==> src/rtl/bspa_pkg.sv <==
`default_nettype none
// ----------------------------------------------------------------------------
// Buffer slot pool allocator package
// Field widths, operation and status codes, and the result word type.
// ----------------------------------------------------------------------------
package bspa_pkg;

   localparam int OP_W      = 1;
   localparam int SLOT_W    = 4;
   localparam int STATUS_W  = 3;
   localparam int COUNT_W   = 32;
   localparam int CREATED_W = 5;

   localparam logic [OP_W-1:0] OP_GET    = 1'b0;
   localparam logic [OP_W-1:0] OP_RETURN = 1'b1;

   localparam logic [STATUS_W-1:0] ST_REUSED    = 3'd0;
   localparam logic [STATUS_W-1:0] ST_NEW       = 3'd1;
   localparam logic [STATUS_W-1:0] ST_EXHAUSTED = 3'd2;
   localparam logic [STATUS_W-1:0] ST_RETURNED  = 3'd3;
   localparam logic [STATUS_W-1:0] ST_FOREIGN   = 3'd4;

   typedef struct packed {
      logic [STATUS_W-1:0]  status;
      logic [SLOT_W-1:0]    granted_slot;
      logic [COUNT_W-1:0]   reuse_count;
      logic [COUNT_W-1:0]   create_count;
      logic [CREATED_W-1:0] slots_created;
   } rsp_type;

endpackage
`default_nettype wire

==> src/rtl/bspa_first_free.sv <==
`default_nettype none
// ----------------------------------------------------------------------------
// Lowest free slot finder
// Priority encoder that returns the index of the lowest set bit of a mask.
// ----------------------------------------------------------------------------
module bspa_first_free #(
   parameter int N = 16
) (
   input  wire logic [N-1:0]         free_mask,
   output      logic                 found,
   output      logic [$clog2(N)-1:0] index
);
   localparam int IDX_W = $clog2(N);

   logic [N-1:0] lowest;

   // Two's complement trick isolates the lowest set bit.
   assign lowest = free_mask & (~free_mask + N'(1));
   assign found  = |free_mask;

   always_comb begin
      index = '0;
      for (int i = 0; i < N; i++) begin
         if (lowest[i]) begin
            index = index | IDX_W'(i);
         end
      end
   end
endmodule
`default_nettype wire

==> src/rtl/bspa_pool.sv <==
`default_nettype none
// ----------------------------------------------------------------------------
// Slot pool state and decision logic
// Holds the in-use marks, the created count and the hit and miss counters,
// and works out the result and next state for one request.
// ----------------------------------------------------------------------------
module bspa_pool
   import bspa_pkg::*;
#(
   parameter int POOL_SLOTS = 16
) (
   input  wire logic              clock,
   input  wire logic              reset,
   input  wire logic              step,
   input  wire logic [OP_W-1:0]   operation,
   input  wire logic [SLOT_W-1:0] slot_index,
   output      rsp_type           result
);
   localparam int IDX_W = $clog2(POOL_SLOTS);
   localparam int CNT_W = $clog2(POOL_SLOTS + 1);

   logic [POOL_SLOTS-1:0] busy_ff, busy_in;
   logic [CNT_W-1:0]      created_ff, created_in;
   logic [COUNT_W-1:0]    hits_ff, hits_in;
   logic [COUNT_W-1:0]    misses_ff, misses_in;

   logic [POOL_SLOTS-1:0] created_mask;
   logic [POOL_SLOTS-1:0] free_mask;
   logic                  free_found;
   logic [IDX_W-1:0]      free_index;
   logic                  pool_full;
   logic                  index_known;
   logic [7:0]            index_wide;
   logic [IDX_W-1:0]      return_slot;
   logic [STATUS_W-1:0]   status;
   logic [IDX_W-1:0]      grant_slot;

   always_comb begin
      for (int i = 0; i < POOL_SLOTS; i++) begin
         created_mask[i] = (8'(i) < 8'(created_ff));
      end
   end

   assign free_mask = created_mask & ~busy_ff;

   bspa_first_free #(.N(POOL_SLOTS)) u_first_free (
      .free_mask (free_mask),
      .found     (free_found),
      .index     (free_index)
   );

   assign pool_full   = (created_ff == CNT_W'(POOL_SLOTS));
   assign index_wide  = 8'(slot_index);
   assign index_known = (index_wide < 8'(created_ff));
   assign return_slot = index_wide[IDX_W-1:0];

   always_comb begin
      status     = ST_EXHAUSTED;
      grant_slot = '0;
      busy_in    = busy_ff;
      created_in = created_ff;
      hits_in    = hits_ff;
      misses_in  = misses_ff;
      if (operation == OP_GET) begin
         if (free_found) begin
            status     = ST_REUSED;
            grant_slot = free_index;
            hits_in    = hits_ff + COUNT_W'(1);
         end else if (!pool_full) begin
            // Every created slot is busy: grow the pool by one slot.
            status     = ST_NEW;
            grant_slot = created_ff[IDX_W-1:0];
            created_in = created_ff + CNT_W'(1);
            misses_in  = misses_ff + COUNT_W'(1);
         end
         if (status != ST_EXHAUSTED) begin
            busy_in[grant_slot] = 1'b1;
         end
      end else begin
         if (index_known) begin
            status               = ST_RETURNED;
            busy_in[return_slot] = 1'b0;
         end else begin
            status = ST_FOREIGN;
         end
      end
   end

   assign result.status        = status;
   assign result.granted_slot  = SLOT_W'(grant_slot);
   assign result.reuse_count   = hits_in;
   assign result.create_count  = misses_in;
   assign result.slots_created = CREATED_W'(created_in);

   always_ff @(posedge clock) begin
      if (reset) begin
         busy_ff    <= '0;
         created_ff <= '0;
         hits_ff    <= '0;
         misses_ff  <= '0;
      end else if (step) begin
         busy_ff    <= busy_in;
         created_ff <= created_in;
         hits_ff    <= hits_in;
         misses_ff  <= misses_in;
      end
   end

   a_created_bounded : assert property (@(posedge clock) disable iff (reset)
      created_ff <= CNT_W'(POOL_SLOTS))
      else $error("created slot count exceeds the pool size");

   a_busy_within_created : assert property (@(posedge clock) disable iff (reset)
      (busy_ff & ~created_mask) == '0)
      else $error("slot marked busy that was never created");

   a_new_grows_pool : assert property (@(posedge clock) disable iff (reset)
      step && status == ST_NEW |=> created_ff == $past(created_ff) + CNT_W'(1))
      else $error("new slot granted without growing the pool");

   a_hits_only_on_reuse : assert property (@(posedge clock) disable iff (reset)
      !(step && status == ST_REUSED) |=> $stable(hits_ff))
      else $error("hit counter moved without a reused slot");

   a_granted_marked_busy : assert property (@(posedge clock) disable iff (reset)
      step && (status == ST_REUSED || status == ST_NEW) |=> busy_ff[$past(grant_slot)])
      else $error("granted slot not marked busy");
endmodule
`default_nettype wire

==> config.mk <==
export PLATFORM = sky130hd
export DESIGN_NAME = bspa_pool
export DESIGN_NICKNAME = d
export VERILOG_FILES = /design/src/rtl/bspa_pkg.sv /design/src/rtl/bspa_first_free.sv /design/src/rtl/bspa_pool.sv
export SDC_FILE = /design/constraint.sdc
export NUM_CORES = 1
export LEC_CHECK = 0
export BUFFER_PORTS_ARGS = -buffer_cell sky130_fd_sc_hd__buf_2
export CAP_MARGIN = 10
export CORE_MARGIN = 10
export CORE_UTILIZATION = 60
export CTS_BUF_LIST = sky130_fd_sc_hd__clkbuf_8
export DETAILED_ROUTE_END_ITERATION = 10
export PLACE_DENSITY = 0.79
export SYNTH_ARGS = -nofsm -noshare
export SYNTH_HDL_FRONTEND = slang
export SYNTH_SLANG_ARGS = --single-unit
==> constraint.sdc <==
create_clock -name clock -period 3.68 [get_ports clock]
set_clock_uncertainty 0.05 [all_clocks]
set_input_delay 0.368 -clock clock [delete_from_list [all_inputs] [get_ports clock]]
set_output_delay 0.368 -clock clock [all_outputs]
set_load 0.01 [all_outputs]
==> metrics.yaml <==
timing:
  final-max-slew-violation-count: 0
  report.final.hold_viol_count: 0
  fmax_mhz: 285
  finalWorstPathRequiredPeriod_ns: 3.51
  final.period_utilization_pct: 95.3
  hold_ws_ns: 0.353
  relSlewSlack_pct: 40.7
  worst_pin_slew_ns: 0.882
  setup_tns_ns: 0
  finalSetupViolCount: 0
yosys:
  synthCells: 785
  synth_compound_gate_area_share_pct: 22.9
  synth_async_sr_flop_share_pct: 0
  basic_gate_share_of_the_synthesized_area_counting_and_or_nand_and_nor_cells_pct: 28.4
  post_synth_num_cell_types: 80
  yosysWarnings: 0
  xor_xnor_portion_of_the_synthesized_cell_area_pct: 11.5
  largest_family_of_logic_cells_by_synthesized_area: "simple AND/OR/NAND/NOR gates"
  synthesis.area_um2: 6250
  synth_enable_flop_cells: 0
  synth_nets: 801
  yosys_register_bits: 85
  yosys-mux-area-fraction_pct: 2.34
  post_synth.cell_area_avg_um2: 7.96
  synth_ff_type: "dfxtp_1"
  synth-adder-area-share_pct: 1.60
  ys_seq_area_share_pct: 27.2
cells_and_area:
  fin_nets: 871
  most_common_cell_after_layout_fill_and_taps_aside: "buf_2"
  nFillCells: 856
  layout_common_cells: "83 x buf_2, 80 x dfxtp_1, 58 x nor2_1, 58 x nand2_1, 57 x xnor2_1"
  syn2layout_area_growth_pct: 12.7
  num_antenna_cells: 0
  final_layout_size_suffix_gt1_share_pct: 22.4
  utilization_pct: 68.9
run_status:
  status: "completed"
clock_tree:
  cts_buffer_depth: 2
  clock_tree.htree_level_count: 3
  clk-insertion-delay-late_ns: 0.37
  clk_root_buffer_cell: "clkbuf_8"
  clock_transition_at_the_register_clock_pins_on_the_worst_setup_and_hold_paths_after_cts_ns: 0.09
  cts_made_buffers: 9
  post_cts_hold_buffer_count: 0
  cts_tree: "yes"
  cts.sinks: 85
setup_path:
  required_ns: 3.26
  reg2reg_setup_slack_ns: 0.35
  worstReg2RegStart: "created_ff[0]"
  path_class: "reg2out"
  cp-end-kind: "output port"
  rr_endpoint: "busy_ff[5]"
  setup.worst_path.start_class: "flop"
  worst_ep_arrival_time_ns: 3.09
  reg2reg_depth: 7
  cp_max_fo: 33
floorplanning:
  rows: 37
  io_pins: 84
  initial_core_util_pct: 61.1
  die-area_um2: 14900
  die_height_um: 122
  die-width_um: 122
  core_region_area_um2: 10200
placement:
  gp_routability_congestion: 0.938
  hpwlAfterDp_mm: 13.4
  port-buffer-count: 83
global_route:
  grt_pass1_vias: 5983
  grt_max_degree: 76
  grt_overflow_total: 0
  grt_pass1_wl_mm: 29.9
  globalRouteTotalUtil_pct: 24.0
  initial_antenna_violation_count: 0
power_and_ir_drop:
  irDropWorstVdd_mv: 0.206
  power_per_cell_area_nw_per_um2: 282
  power_leakage_nw: 2.64
routing:
  detail-route-antenna-nets: 0
  wl_mm: 18.6
  route.detailed.drc: 0
  first_iter_violations: 806
  mean_routed_wirelength_per_cell_um: 18.7
  via_count: 6463
  drtPass1Iterations: 6
  avgViaCountPerCell: 6.49
run:
  cap_violations: 0
worst_hold_path:
  worstHoldEndpoint: "busy_ff[2]"
  hp-class: "in2reg"
  cell_count_of_the_worst_hold_path: 3
  worst_hold_start: "slot_index[2]"
-- cell usage after synthesis (17+ instances only) --
master | number | share of area (%)
xnor2_1 | 57 | 8.0
nand2_1 | 58 | 3.5
nor2_1 | 58 | 3.5
o21ai_0 | 28 | 2.2
dfxtp_1 | 85 | 27
nand3_1 | 44 | 3.5
nand4_1 | 26 | 2.6
xor2_1 | 25 | 3.5
clkbuf_1 | 33 | 2.0
and3_1 | 21 | 2.1
inv_1 | 17 | 1.0
o31ai_1 | 19 | 2.3
o211ai_1 | 18 | 2.2
or3_1 | 20 | 2.0
a21oi_1 | 50 | 4.0
-- how the worst max path moves through the flow --
| stage | startpoint | to | cells past startpoint |
|---|---|---|---|
| 6_report | created_ff[3] | result[20] | 10 |
| 5_1_grt | created_ff[1] | result[22] | 10 |
| 4_1_cts | created_ff[2] | result[65] | 9 |
| 3_5_place_dp | created_ff[3] | result[20] | 10 |
| 3_3_place_gp | created_ff[1] | result[55] | 12 |
| 2_1_floorplan | created_ff[1] | result[22] | 11 |
-- routing by layer --
metal	up-vias	global-route usage [%]	part of all wire (%)
met5	-	0	0
met1	3100	31.4	43
li1	3075	-	-
met3	29	4.81	7.1
met4	0	8.84	2.3
met2	259	38.4	48
-- power by group --
group | internal, mW | total, mW | switching (mW)
clock network | 0.282 | 0.642 | 0.359
registers | 0.932 | 0.957 | 0.0244
logic | 0.129 | 0.390 | 0.262
-- state kept, by name (all words and copies together) (netlist names) --
register    cells
hits_ff        32
busy_ff        16
created_ff      5
misses_ff      32
-- critical path, stage by stage (launching register included) --
cell,delay (ns)
dfxtp_2,0.43
nor4_2,0.25
o21ai_1,0.18
o32a_1,0.46
nor2_4,0.22
buf_4,0.19
nand4_2,0.09
buf_4,0.27
nor4_1,0.27
xor2_1,0.20
buf_2,0.16
-- cells by family after synthesis --
family | Yosys count
buffers and inverters | 80
AO/OA/AOI/OAI | 198
AND/OR/NAND/NOR | 319
adder cells (fa/ha/maj) | 8
flip-flops | 85
multiplexers | 13
XOR/XNOR | 82
-- area by class of cell --
class,count,area [µm²],area share [%]
timing repair buffer,119,686,9.73
inverter,20,75.1,1.07
clock buffer,11,151,2.15
clock inverter,5,35.0,0.497
multi-input combinational,620,4220,59.9
tap,136,170,2.42
sequential,85,1710,24.2
-- metrics by stage --
step | power (mW) | cell area, µm² | std cells | setup slack, ns
final | 1.99 | 7040 | 996 | 0.173
after global routing | 2.07 | 7040 | 996 | -0.00572
after CTS | 1.98 | 6960 | 990 | 0.00456
after detailed placement | 1.35 | 6760 | 974 | 0.286
after global placement | 1.34 | 6760 | 974 | 0.315
after floorplan | 1.23 | 6250 | 785 | 0.740
-- timing repair --
action,4_1_cts,5_1_grt
hold endpoints to repair,0,0
setup endpoints to repair,8,49
gates cloned,0,0
gates resized for setup,3,11
setup buffers,0,6
pin swaps,0,3
Note: power is estimated with default switching activity, not from simulation.
